<file path="src/sv/tac_pkg.sv">
`default_nettype none
package tac_pkg;

    // ln 2 in q32
    localparam logic [31:0] LN2_Q32 = 32'd2977044472;

    // 100 * 2^48, the dividend of the kelvin reciprocal in hundredths
    localparam logic [54:0] HUNDRED_Q48 = 55'd100 << 48;

    // reciprocal of 100 scaled by 2^30, rounded up, exact for values below 2^23
    localparam logic [23:0] RECIP_100 = 24'd10737419;

    // configuration register indexes
    localparam logic [2:0] REG_LSB_FRACTION = 3'd0;
    localparam logic [2:0] REG_PULLUP_OHMS  = 3'd1;
    localparam logic [2:0] REG_COEFF_A      = 3'd2;
    localparam logic [2:0] REG_COEFF_B      = 3'd3;
    localparam logic [2:0] REG_COEFF_C      = 3'd4;
    localparam logic [2:0] REG_COEFF_D      = 3'd5;
    localparam logic [2:0] REG_ERROR_TEMP   = 3'd6;

    // flags that travel with each transaction down the chain
    typedef struct packed {
        logic       invalid;
        logic       ovf;
        logic       s_zero;
        logic       s_huge;
        logic       s_neg;
        logic [5:0] msb;
    } t_side;

endpackage
`default_nettype wire

</file>
<file path="src/sv/tac_ln_cell.sv">
`default_nettype none
module tac_ln_cell import tac_pkg::*; (
    input  logic        i_clk,
    input  logic        i_rst_n,
    input  logic        i_en,
    input  logic        i_valid,
    input  logic [31:0] i_m,
    input  logic [31:0] i_f,
    input  t_side       i_side,
    output logic        o_valid,
    output logic [31:0] o_m,
    output logic [31:0] o_f,
    output t_side       o_side
);

    logic        r_valid;
    logic [31:0] r_m;
    logic [31:0] r_f;
    t_side       r_side;

    logic [63:0] w_sq;
    logic [32:0] w_top;

    // square the mantissa, a carry past 2 gives the next log2 fraction bit
    assign w_sq  = i_m * i_m;
    assign w_top = w_sq[63:31];

    always_ff @(posedge i_clk) begin
        if (!i_rst_n) begin
            r_valid <= 1'b0;
        end else if (i_en) begin
            r_valid <= i_valid;
        end
    end

    always_ff @(posedge i_clk) begin
        if (i_en) begin
            r_m    <= w_top[32] ? w_top[32:1] : w_top[31:0];
            r_f    <= {i_f[30:0], w_top[32]};
            r_side <= i_side;
        end
    end

    assign o_valid = r_valid;
    assign o_m     = r_m;
    assign o_f     = r_f;
    assign o_side  = r_side;

endmodule
`default_nettype wire

</file>
<file path="config.mk">
export PLATFORM = sky130hd
export DESIGN_NAME = tac_ln_cell
export DESIGN_NICKNAME = d
export VERILOG_FILES = /design/src/sv/tac_pkg.sv /design/src/sv/tac_ln_cell.sv
export SDC_FILE = /design/constraint.sdc
export NUM_CORES = 2
export LEC_CHECK = 0
export ABC_AREA = 1
export BUFFER_PORTS_ARGS = -buffer_cell sky130_fd_sc_hd__buf_2
export CAP_MARGIN = 20
export CORE_ASPECT_RATIO = 0.75
export CORE_MARGIN = 8
export CORE_UTILIZATION = 35
export DETAILED_ROUTE_END_ITERATION = 10
export PLACE_DENSITY = 0.52
export SLEW_MARGIN = 40
export SYNTH_ARGS = -nofsm -noshare
export SYNTH_HDL_FRONTEND = slang
export SYNTH_SLANG_ARGS = --single-unit
export TNS_END_PERCENT = 1
</file>
<file path="constraint.sdc">
create_clock -name i_clk -period 8.5 [get_ports i_clk]
set_clock_uncertainty 0.1 [all_clocks]
set_input_delay 0.425 -clock i_clk [delete_from_list [all_inputs] [get_ports i_clk]]
set_output_delay 0.425 -clock i_clk [all_outputs]
set_load 0.01 [all_outputs]
</file>
After elaboration in Yosys (flattened, before gate mapping)
Index checks and enable logic that the tools add are counted.
{"block": "op_classes", "eq_ne": 0, "n_mux": 1, "bitwise_logic": 0, "add_sub_neg": 0, "shift": 0, "div_mod_pow": 0, "reduce_logical": 0, "order_cmp": 0, "multipliers": 1}
{"operator": "$mul 32x32->64", "n": 1}
{"operator": "$mux 31", "n": 1}
{"block": "totals", "in_bits": 79, "wordCells": 12, "regBits": 76, "ramBits": 0, "latch_bits": 0, "romBits": 0, "mem_count": 0}

Longest topological paths before layout
{"block": "logic_depth", "ltp_word": 2, "mapped_depth": 36}

Worst setup path before layout
Ideal clock, no wire load.
{"block": "synth_timing", "path_type": "in2reg", "start": "input port i_m[14]", "end": "register r_m[24], in the netlist o_m[24] (data pin)", "setup_time_ps": 252, "path_stages": 29, "slack_ps": 1457, "path_buffers": 3, "arrival_ps": 6691, "path_cell_list": "clkbuf_1 > buf_1 > nand2_1 > fa_1 > inv_1 > fa_1 > inv_1 > fa_1 > fa_1 > inv_1 > fa_1 > inv_1 > fa_1 > inv_1 > fa_1 > fa_1 > ha_1 > nand2_1 > nor2_1 > nand2_1 > nor2_1 > nand2_1 > nand2_1 > nand2_1 > nand3_1 > nand2_4 > buf_6 > nand2_1 > nand2_1"}
{"block": "synth_via", "elab_chain_len": 2}
{"item": "start: declaration", "line_no": "tac_ln_cell.sv:7", "text": "input logic [31:0] i_m,"}
{"item": "$mul 32x32->64", "line_no": "tac_ln_cell.sv:25", "text": "assign w_sq = i_m * i_m;"}
{"item": "$mux 31", "line_no": "tac_ln_cell.sv:38", "text": "r_m <= w_top[32] ? w_top[32:1] : w_top[31:0];"}
{"item": "end signal: assignment", "line_no": "tac_ln_cell.sv:38"}
{"item": "end: declaration", "line_no": "tac_ln_cell.sv:17", "text": "logic [31:0] r_m;"}
No other way between the ends.
A chain may end at the register's enable or synchronous reset.

Worst setup path after layout
{"block": "layout_timing", "start": "input port i_m[11]", "end": "register r_m[28], in the netlist o_m[28] (data pin)"}
The elaborated chain is that of the path after synthesis.

==> flow_summary.ini <==
[run_status]
status = finished clean

[logic_synthesis]
netlist_instances = 4242
synth_edf_count = 75
synth_warnings = 0
ys_seq_area_frac = 0.0664
yosys.area.top_type = fa_1
synth_area_leaders = fa_1 46%, inv_1 16%, nand2_1 12%, ha_1 11%, edfxtp_1 6.6%
ys.flop_type = edfxtp_1
synth_area_sq_um = 34200
synthesis.nets = 5412
synth-seq-cells = 76
synth.avg_cell_area_sq_um = 8.06
synth_common_cells = 1,448 x inv_1, 1,114 x nand2_1, 791 x fa_1
async_flop_share = 0
synth_top_area_frac = 0.463
synth.most_common_cell = inv_1
synth.distinct_cells = 35

[hold_path]
hp-class = in -> reg

[drt]
wl_per_cell_um = 15.4
drtPass1Iterations = 7
wl_met1_um = 45700
top_layer = met4
drtIter0Drc = 1541
met3_length_um = 3620
wirelength_um = 87300
drc = 0
vias = 24600
via_per_inst = 4.35
met2WireLength_um = 37400
ant_nets = 0

[worst_setup_path]
crit_path_top_delay_cell = fa_1
path_delay_family = adder cells
crit_buf_inv = 7
crit_required_ns = 8.48
cp_data_arrival_time_ns = 7.47
crit_fanout = 21
crit_type = in -> reg
cpMostUsedCell = nand2_1
worstSetupStartpointType = input pin
crit_path_end_kind = register
slowest_delay_ns = 0.63

[cells_and_area]
final_nets = 5509
antennaDiodeCount = 0
syn_to_final_growth_pct = 7.64
layout-drive-gt1-share = 0.0546

[placed_design]
place.port_buffers = 153
gp_congestion = 0.908
post-dp-hpwl_um = 78400

[die]
initial_core_util = 0.352
dieArea_sq_um = 108000
io_pins = 155
die-height_um = 287
dieWidth_um = 377
core-area_sq_um = 97100
rows = 99

[timing]
tightest_slew_ns = 0.724
slew_headroom = 0.517
max_freq_ghz = 0.134
layout_min_cycle_time_ns = 7.49
finalHoldViolations = 0
fin_crit_sh = 0.881
final_max_slew_viol_count = 0
rsz0062_at_grt = false
final.setup.tns_ns = 0
setup_viol = 0

[clock_tree]
path_clk_slew_ns = 0.06
root_buffer = clkbuf_16
cts_tree = built
clock_path_buffers = 2
cts_sinks = 76
postCtsSetupBuffers = 0
cts_resized = 0
htreeDepth = 3
cts_buffers = 9
insertion_delay_ns = 0.32
postCtsHoldBufs = 0

[global_routing]
grt_pass1_wl_um = 146000
grt_pass1_vias = 26400
overflow = 0
grtUsageTotal = 0.167
antenna_found_initial = 1
grt_max_degree = 78

[job]
drv_cap = 0
[sequential cells by signal (all words and copies together) (netlist names)]
signal and flops:
o_valid 1, o_side 11, o_m 32, o_f 32
[through the flow]
step | utilization | setup slack (ns) | std cells | hold slack [ns] | instance area (sq um)
after floorplan | - | 1.46 | 4242 | 0.418 | 34200
after global placement | 0.376 | 0.497 | 5640 | 0.420 | 36500
after detailed placement | 0.376 | 0.663 | 5641 | 0.436 | 36500
after CTS | 0.379 | 0.968 | 5657 | 0.154 | 36800
after global routing | 0.379 | 0.543 | 5657 | 0.151 | 36800
final | 0.379 | 1.01 | 5657 | 0.169 | 36800
[final timing paths]
path,startpoint,endpoint,slack (ns),depth (start not counted)
worst max-delay path,i_m[11],o_m[28],1.01,28
worst min-delay path,i_f[30],o_f[31],0.17,1
worst max register to register,o_valid,o_valid,7.75,2
worst min register to register,o_valid,o_valid,0.44,2
[cell families (layout without fill, tap and decap cells)]
group | after synthesis | count (layout) | synth area share
buffers and inverters | 1557 | 1659 | 0.172
and+or+nand+nor | 1351 | 1351 | 0.156
adders and majority gates | 1091 | 1091 | 0.573
AOI/OAI and AO/OA | 118 | 118 | 0.0202
DFF | 76 | 76 | 0.0664
xor gates and xnor gates | 49 | 49 | 0.0125
[placed cells by master (no fill, tap or decap), types with 6 or more instances in the layout]
cell type | netlist | layout
nand2_1 | 1114 | 1114
xnor2_1 | 16 | 16
nor2_1 | 107 | 107
nand2_2 | 7 | 7
edfxtp_1 | 75 | 75
nand4_1 | 18 | 18
a21oi_1 | 62 | 62
nor3_1 | 6 | 6
buf_4 | 0 | 40
buf_2 | 0 | 150
inv_1 | 1448 | 1448
o21bai_1 | 22 | 22
nand3_1 | 70 | 70
o21ai_0 | 18 | 18
fa_1 | 791 | 791
ha_1 | 300 | 300
clkbuf_16 | 0 | 9
xor2_1 | 33 | 33
[per-layer routing]
metal	vias to the layer above	GRT usage
li1	12100	-
met1	12000	0.266
met3	34	0.0126
met5	-	0
met4	0	0.0116
met2	465	0.258
[layout make-up]
class                           count  area (sq um)
Multi-Input combinational cell   2609         26000
Clock inverter                      6          78.8
Timing Repair Buffer              193          1110
Sequential cell                    76          2270
Clock buffer                       10           229
Inverter                         1450          5440
Tap cell                         1313          1640
Fill cell                       10300         60300
Power is left out: the tool's default activity adds up to more than one toggle a clock period on the data nets, which glitch-free logic cannot reach.
