===== src/sv/tac_pkg.sv =====
`default_nettype none
package tac_pkg;

    // ln 2 in q32
    localparam logic [31:0] LN2_Q32 = 32'd2977044472;

    // 100 * 2^48, the dividend of the kelvin reciprocal in hundredths
    localparam logic [54:0] HUNDRED_Q48 = 55'd100 << 48;

    // reciprocal of 100 scaled by 2^30, rounded up, exact for values below 2^23
    localparam logic [23:0] RECIP_100 = 24'd10737419;

    // configuration register indexes
    localparam logic [2:0] REG_LSB_FRACTION = 3'd0;
    localparam logic [2:0] REG_PULLUP_OHMS  = 3'd1;
    localparam logic [2:0] REG_COEFF_A      = 3'd2;
    localparam logic [2:0] REG_COEFF_B      = 3'd3;
    localparam logic [2:0] REG_COEFF_C      = 3'd4;
    localparam logic [2:0] REG_COEFF_D      = 3'd5;
    localparam logic [2:0] REG_ERROR_TEMP   = 3'd6;

    // flags that travel with each transaction down the chain
    typedef struct packed {
        logic       invalid;
        logic       ovf;
        logic       s_zero;
        logic       s_huge;
        logic       s_neg;
        logic [5:0] msb;
    } t_side;

endpackage
`default_nettype wire


===== src/sv/tac_div_cell.sv =====
`default_nettype none
module tac_div_cell import tac_pkg::*; #(
    parameter int W  = 32,
    parameter int QW = 64
) (
    input  logic          i_clk,
    input  logic          i_rst_n,
    input  logic          i_en,
    input  logic          i_valid,
    input  logic [W-1:0]  i_rem,
    input  logic [W-1:0]  i_den,
    input  logic [QW-1:0] i_quo,
    input  t_side         i_side,
    output logic          o_valid,
    output logic [W-1:0]  o_rem,
    output logic [W-1:0]  o_den,
    output logic [QW-1:0] o_quo,
    output t_side         o_side
);

    logic          r_valid;
    logic [W-1:0]  r_rem;
    logic [W-1:0]  r_den;
    logic [QW-1:0] r_quo;
    t_side         r_side;

    logic [W:0] w_trial;
    logic [W:0] w_diff;
    logic       w_ge;

    // one restoring step: bring in the next dividend bit, try the subtract
    assign w_trial = {i_rem, i_quo[QW-1]};
    assign w_diff  = w_trial - {1'b0, i_den};
    assign w_ge    = (w_trial >= {1'b0, i_den});

    always_ff @(posedge i_clk) begin
        if (!i_rst_n) begin
            r_valid <= 1'b0;
        end else if (i_en) begin
            r_valid <= i_valid;
        end
    end

    // remainder, divisor and quotient/dividend shift word
    always_ff @(posedge i_clk) begin
        if (i_en) begin
            r_rem  <= w_ge ? w_diff[W-1:0] : w_trial[W-1:0];
            r_den  <= i_den;
            r_quo  <= {i_quo[QW-2:0], w_ge};
            r_side <= i_side;
        end
    end

    assign o_valid = r_valid;
    assign o_rem   = r_rem;
    assign o_den   = r_den;
    assign o_quo   = r_quo;
    assign o_side  = r_side;

endmodule
`default_nettype wire


===== config.mk =====
export PLATFORM = sky130hd
export DESIGN_NAME = tac_div_cell
export DESIGN_NICKNAME = d
export VERILOG_FILES = /design/src/sv/tac_pkg.sv /design/src/sv/tac_div_cell.sv
export SDC_FILE = /design/constraint.sdc
export NUM_CORES = 1
export LEC_CHECK = 0
export BUFFER_PORTS_ARGS = -buffer_cell sky130_fd_sc_hd__buf_2
export CAP_MARGIN = 0
export CORE_MARGIN = 5
export CORE_UTILIZATION = 35
export DETAILED_ROUTE_END_ITERATION = 12
export PLACE_DENSITY = 0.66
export SYNTH_ARGS = -nofsm -noshare
export SYNTH_HDL_FRONTEND = slang
export SYNTH_SLANG_ARGS = --single-unit

===== constraint.sdc =====
create_clock -name i_clk -period 8.7 [get_ports i_clk]
set_input_delay 0.87 -clock i_clk [delete_from_list [all_inputs] [get_ports i_clk]]
set_output_delay 0.87 -clock i_clk [all_outputs]
set_load 0.05 [all_outputs]

### After elaboration in Yosys (flattened, before gate mapping)

Index checks and enable logic that the tools add are counted.

| word-level totals | value |
|---|---|
| flip-flop bits (word level) | 140 |
| output and inout port bits | 140 |

| cells by class | value |
|---|---|
| add/subtract/negate cells | 1 |
| magnitude comparators | 1 |
| muxes and demuxes | 1 |

Operators by type and width:

| cell | count |
|---|---|
| 33-bit by 32-bit >= comparator with 1-bit output | 1 |
| 32-bit 2-to-1 mux | 1 |
| 32-bit subtractor | 1 |

### Longest topological paths before layout

| logic depth | value |
|---|---|
| depth in word-level cells | 2 |
| mapped depth | 13 |
| depth with buffers taken out | 12 |

### Worst setup path after synthesis

No wires, ideal clock.

| timing path | value |
|---|---|
| kind | input to register |
| from | input i_den[7] |
| to | register r_rem[13], in the netlist o_rem[13], data pin |
| library setup time | 0.262 ns |
| arrival | 3.379 ns |
| path slack | 5.059 ns |
| stages on the path | 12 |
| path buffers | 2 |
| cell sequence | inv_1 > ha_1 > buf_2 > nand4_1 > or4_1 > a21oi_1 > nor3_1 > a211oi_2 > o21ai_2 > o31ai_4 > buf_4 > mux2_1 |

| on the way | value |
|---|---|
| word-level cells in the longest chain between the ends | 2 |

Ends and longest elaborated chain:

| item | line | RTL |
|---|---|---|
| start, declared | tac_div_cell.sv:11 | `input logic [W-1:0] i_den,` |
| 32-bit subtractor or 33-bit by 32-bit >= comparator with 1-bit output (tied branches) | tac_div_cell.sv:33, tac_div_cell.sv:34 |  |
| 32-bit 2-to-1 mux * | tac_div_cell.sv:47 | `r_rem <= w_ge ? w_diff[W-1:0] : w_trial[W-1:0];` |
| end signal, assigned | tac_div_cell.sv:47 |  |
| end, declared | tac_div_cell.sv:22 | `logic [W-1:0] r_rem;` |

Mark *: on every way between the ends. The rest lies on a longest branch, timed or not.
A chain may end at the register's enable or synchronous reset.

### Final worst setup path

| timing path | value |
|---|---|
| from | input i_den[0] |
| to | register r_rem[30], in the netlist o_rem[30], data pin |

Same word-level chain as after synthesis.

==> reports/metrics.csv <==
metric;value;unit
setup.worst_path.start;i_den[0];
critPathCapture;o_rem[30];
post_synth.cell_area_avg;13.2;sq um
crit_path_start_kind;input pin;
grt_first_pass_wirelength;28700;microns
finalCriticalPeriod;3.70;ns
netlist_instances;487;
internal_power_component;1.34;mW
critPathMaxFanout;4;
layout_commonest_cell;buf_2;
report.final.slew_viol_count;0;
vdd.ir_drop.worst;0.138;mV
async_reset_ff_share;0;%
combPwrFrac;25.8;%
synth.yosys.warnings;0;
holdCritPathClass;flip-flop to flip-flop;
die_area;21200;sq um
cts-buffers-inserted;17;
detail_route.drc_violations;0;
fin_cells;1016;
n_fill_cell;1656;
clock_skew;0;ns
crit_chain;buf_2, ha_1, fa_1, nand2b_1, a21oi_1, o21ai_0, o311a_1, a31oi_1, a21oi_1, o41ai_1, xor2_1, mux2_1;
critical_path_class;input pin to flip-flop;
die_height;145;microns
timing_worst_slew_pin_value;1.04;ns
grt_max_degree;84;
drt_wl_total;18700;microns
number_of_enable_type_register_cells_in_the_synthesized_netlist;139;
critical-path-top-cell-by-count;a21oi_1;
place.detailed.hpwl;14800;microns
ant_nets;0;
crit_buf_inv;1;
layout.nets;949;
final-seq-area;4190;sq um
yosysSeqAreaShare;65.3;%
setup_viol;0;
route.vias.total;4952;
r2r_slack;8.04;ns
die_w;145;microns
postSynth.topFlopCell;edfxtp_1;
timing.critical_path.max_delay_family;compound AO/OA/AOI/OAI gates;
period_share;42.5;%
number_of_levels_the_h_tree_was_split_into;4;
switching_power_as_a_share_of_total_power;34.6;%
detailedRoute.firstPassIterationCount;4;
rsz0062_at_grt;false;
max_cap_viol_count;0;
cts_setup_buffers;0;
layout-drive-gt1-share;41.5;%
crit-reg2reg-capture;o_valid;
seq_power_share;40.9;%
vias_per_cell;4.87;
placement.io_buffers;282;
core.rowCount;49;
total_switching_power;0.707;mW
area_growth;34.2;%
cts_tree;built;
path_clk_slew;0.06;ns
grt_pass1_vias;4918;
power.share.clock;33.3;%
cts_sinks;140;
timing.critical_path.arrival;3.86;ns
antenna_violations_before_repair;1;
r2r_cells;2;
core_region_area;18000;sq um
result_of_the_run;finished clean;
fin_total_pwr;2.04;mW
ctsRootBufferMaster;clkbuf_16;
postSynthRegisterBits;140;
synth.distinct_cells;49;
final-hold-violation-count;0;
holdWs;0.584;ns
highest_cell_delay_on_the_worst_timing_path;0.40;ns
syn-num-nets;663;
cts_hold_repair.buffers;0;
number_of_instances_resized_during_post_cts_repair;0;
totalNegativeSetupSlack;0;ns
power_density;237;nW/um^2
worstPathRequired;8.86;ns
maxClockFrequency;0.270;GHz
first_iter_violations;230;
critical-path-slowest-cell;fa_1;
critical_path_depth;12;
routedWlPerCell;18.4;microns
multiInputGateArea;1990;sq um
floorplan.initialDensity;35.6;%
top_level_port_count;283;
worstReg2RegStart;o_valid;
netlist_area;6420;sq um
power.static_leakage;3.80;nW
gr-total-overflow;0;
clock_latency_at_the_later_pin_of_the_worst_skew_pair;0.41;ns
timing.slew.headroom;30.8;%
mostFrequentLayoutCells;281 x buf_2, 139 x edfxtp_1, 56 x a21oi_1, 38 x inv_1, 35 x nor2_1;
groute.usage.overall;17.3;%
place_congestion;0.835;
max-clock-path-buffers;2;
place_inst;983;
cp-end-kind;flip-flop;
worst register-to-register path: stages, from the launching register on:
cell and delay (ns):
dfxtp_1 0.35, mux2i_1 0.09, nor2b_1 0.16
flip-flops by register name (all words and copies together) (netlist names):
signal   count
o_den       32
o_quo       64
o_rem       32
o_side      11
o_valid      1
layer usage:
metal	share of wire [%]	wire length [microns]	track usage, %
met5	0.069	13	0
met4	2.0	375	5.36
met3	7.9	1480	5.67
met2	49	9260	29.5
met1	41	7600	20.8
logic make-up (layout without fill, tap and decap cells):
family / Yosys count / after routing / share of synthesized area, %
simple gates: 100 / 100 / 7.35
fa+ha+maj: 33 / 33 / 6.55
flops: 140 / 140 / 65.3
compound gates: 119 / 119 / 11.4
buf+inv: 56 / 355 / 3.62
xor+xnor: 27 / 27 / 3.68
other cells: 0 / 1 / 0
mux: 12 / 12 / 2.07
cell usage after synthesis (all sizes together), types with 2 or more instances:
cell | count | share of area (%)
a21oi | 56 | 4.4
and2 | 2 | 0.19
ha | 32 | 6.2
a31oi | 5 | 0.49
o22ai | 2 | 0.19
xor2 | 12 | 1.6
a2bb2oi | 2 | 0.27
or4 | 2 | 0.23
and4 | 2 | 0.27
nand3 | 8 | 0.62
mux2 | 10 | 1.8
nor3 | 2 | 0.16
inv | 38 | 2.2
o21a | 6 | 0.70
nand4 | 8 | 0.78
a21o | 12 | 1.4
clkbuf | 7 | 0.43
edfxtp | 139 | 65
buf | 11 | 0.97
nor4 | 4 | 0.39
nor2 | 35 | 2.0
nor2b | 4 | 0.39
nand2 | 26 | 1.5
xnor2 | 15 | 2.0
o31ai | 2 | 0.45
o21ai | 18 | 1.5
mux2i | 2 | 0.31
nand2b | 3 | 0.29
o21bai | 3 | 0.35
o211ai | 4 | 0.47
a211oi | 4 | 0.55
through the flow:
stage / util [%] / area (sq um) / setup slack (ns)
after detailed placement: 44.7 / 8060 / 4.54
after CTS: 47.8 / 8610 / 4.96
after global placement: 44.7 / 8060 / 4.68
final: 47.8 / 8610 / 5.00
after floorplan: - / 6420 / 5.06
after global routing: 47.8 / 8610 / 4.66
worst min path at each step:
| stage | from | endpoint | cells after the start |
|---|---|---|---|
| finish | o_valid | o_valid | 2 |
| global route | i_quo[54] | o_quo[55] | 1 |
| CTS | o_valid | o_valid | 2 |
| detailed placement | o_valid | o_valid | 2 |
| global placement | o_valid | o_valid | 2 |
| floorplan | o_valid | o_valid | 2 |
cell type report:
| type | instances | share of cell area, % |
|---|---|---|
| Inverter | 38 | 1.66 |
| Antenna cell | 1 | 0.0290 |
| Tap cell | 229 | 3.33 |
| Clock inverter | 14 | 1.47 |
| Multi-Input combinational cell | 291 | 23.1 |
| Timing Repair Buffer | 285 | 16.7 |
| Clock buffer | 18 | 4.98 |
| Sequential cell | 140 | 48.7 |
power by group through the flow:
stage / Combinational (mW) / Clock, mW / Sequential (mW)
final: 0.526 / 0.681 / 0.836
after global routing: 0.558 / 0.733 / 0.843
after CTS: 0.531 / 0.700 / 0.838
after detailed placement: 0.529 / 0 / 0.851
after global placement: 0.525 / 0 / 0.849
after floorplan: 0.143 / 0 / 1.09
Note: power is estimated with default switching activity, not from simulation.
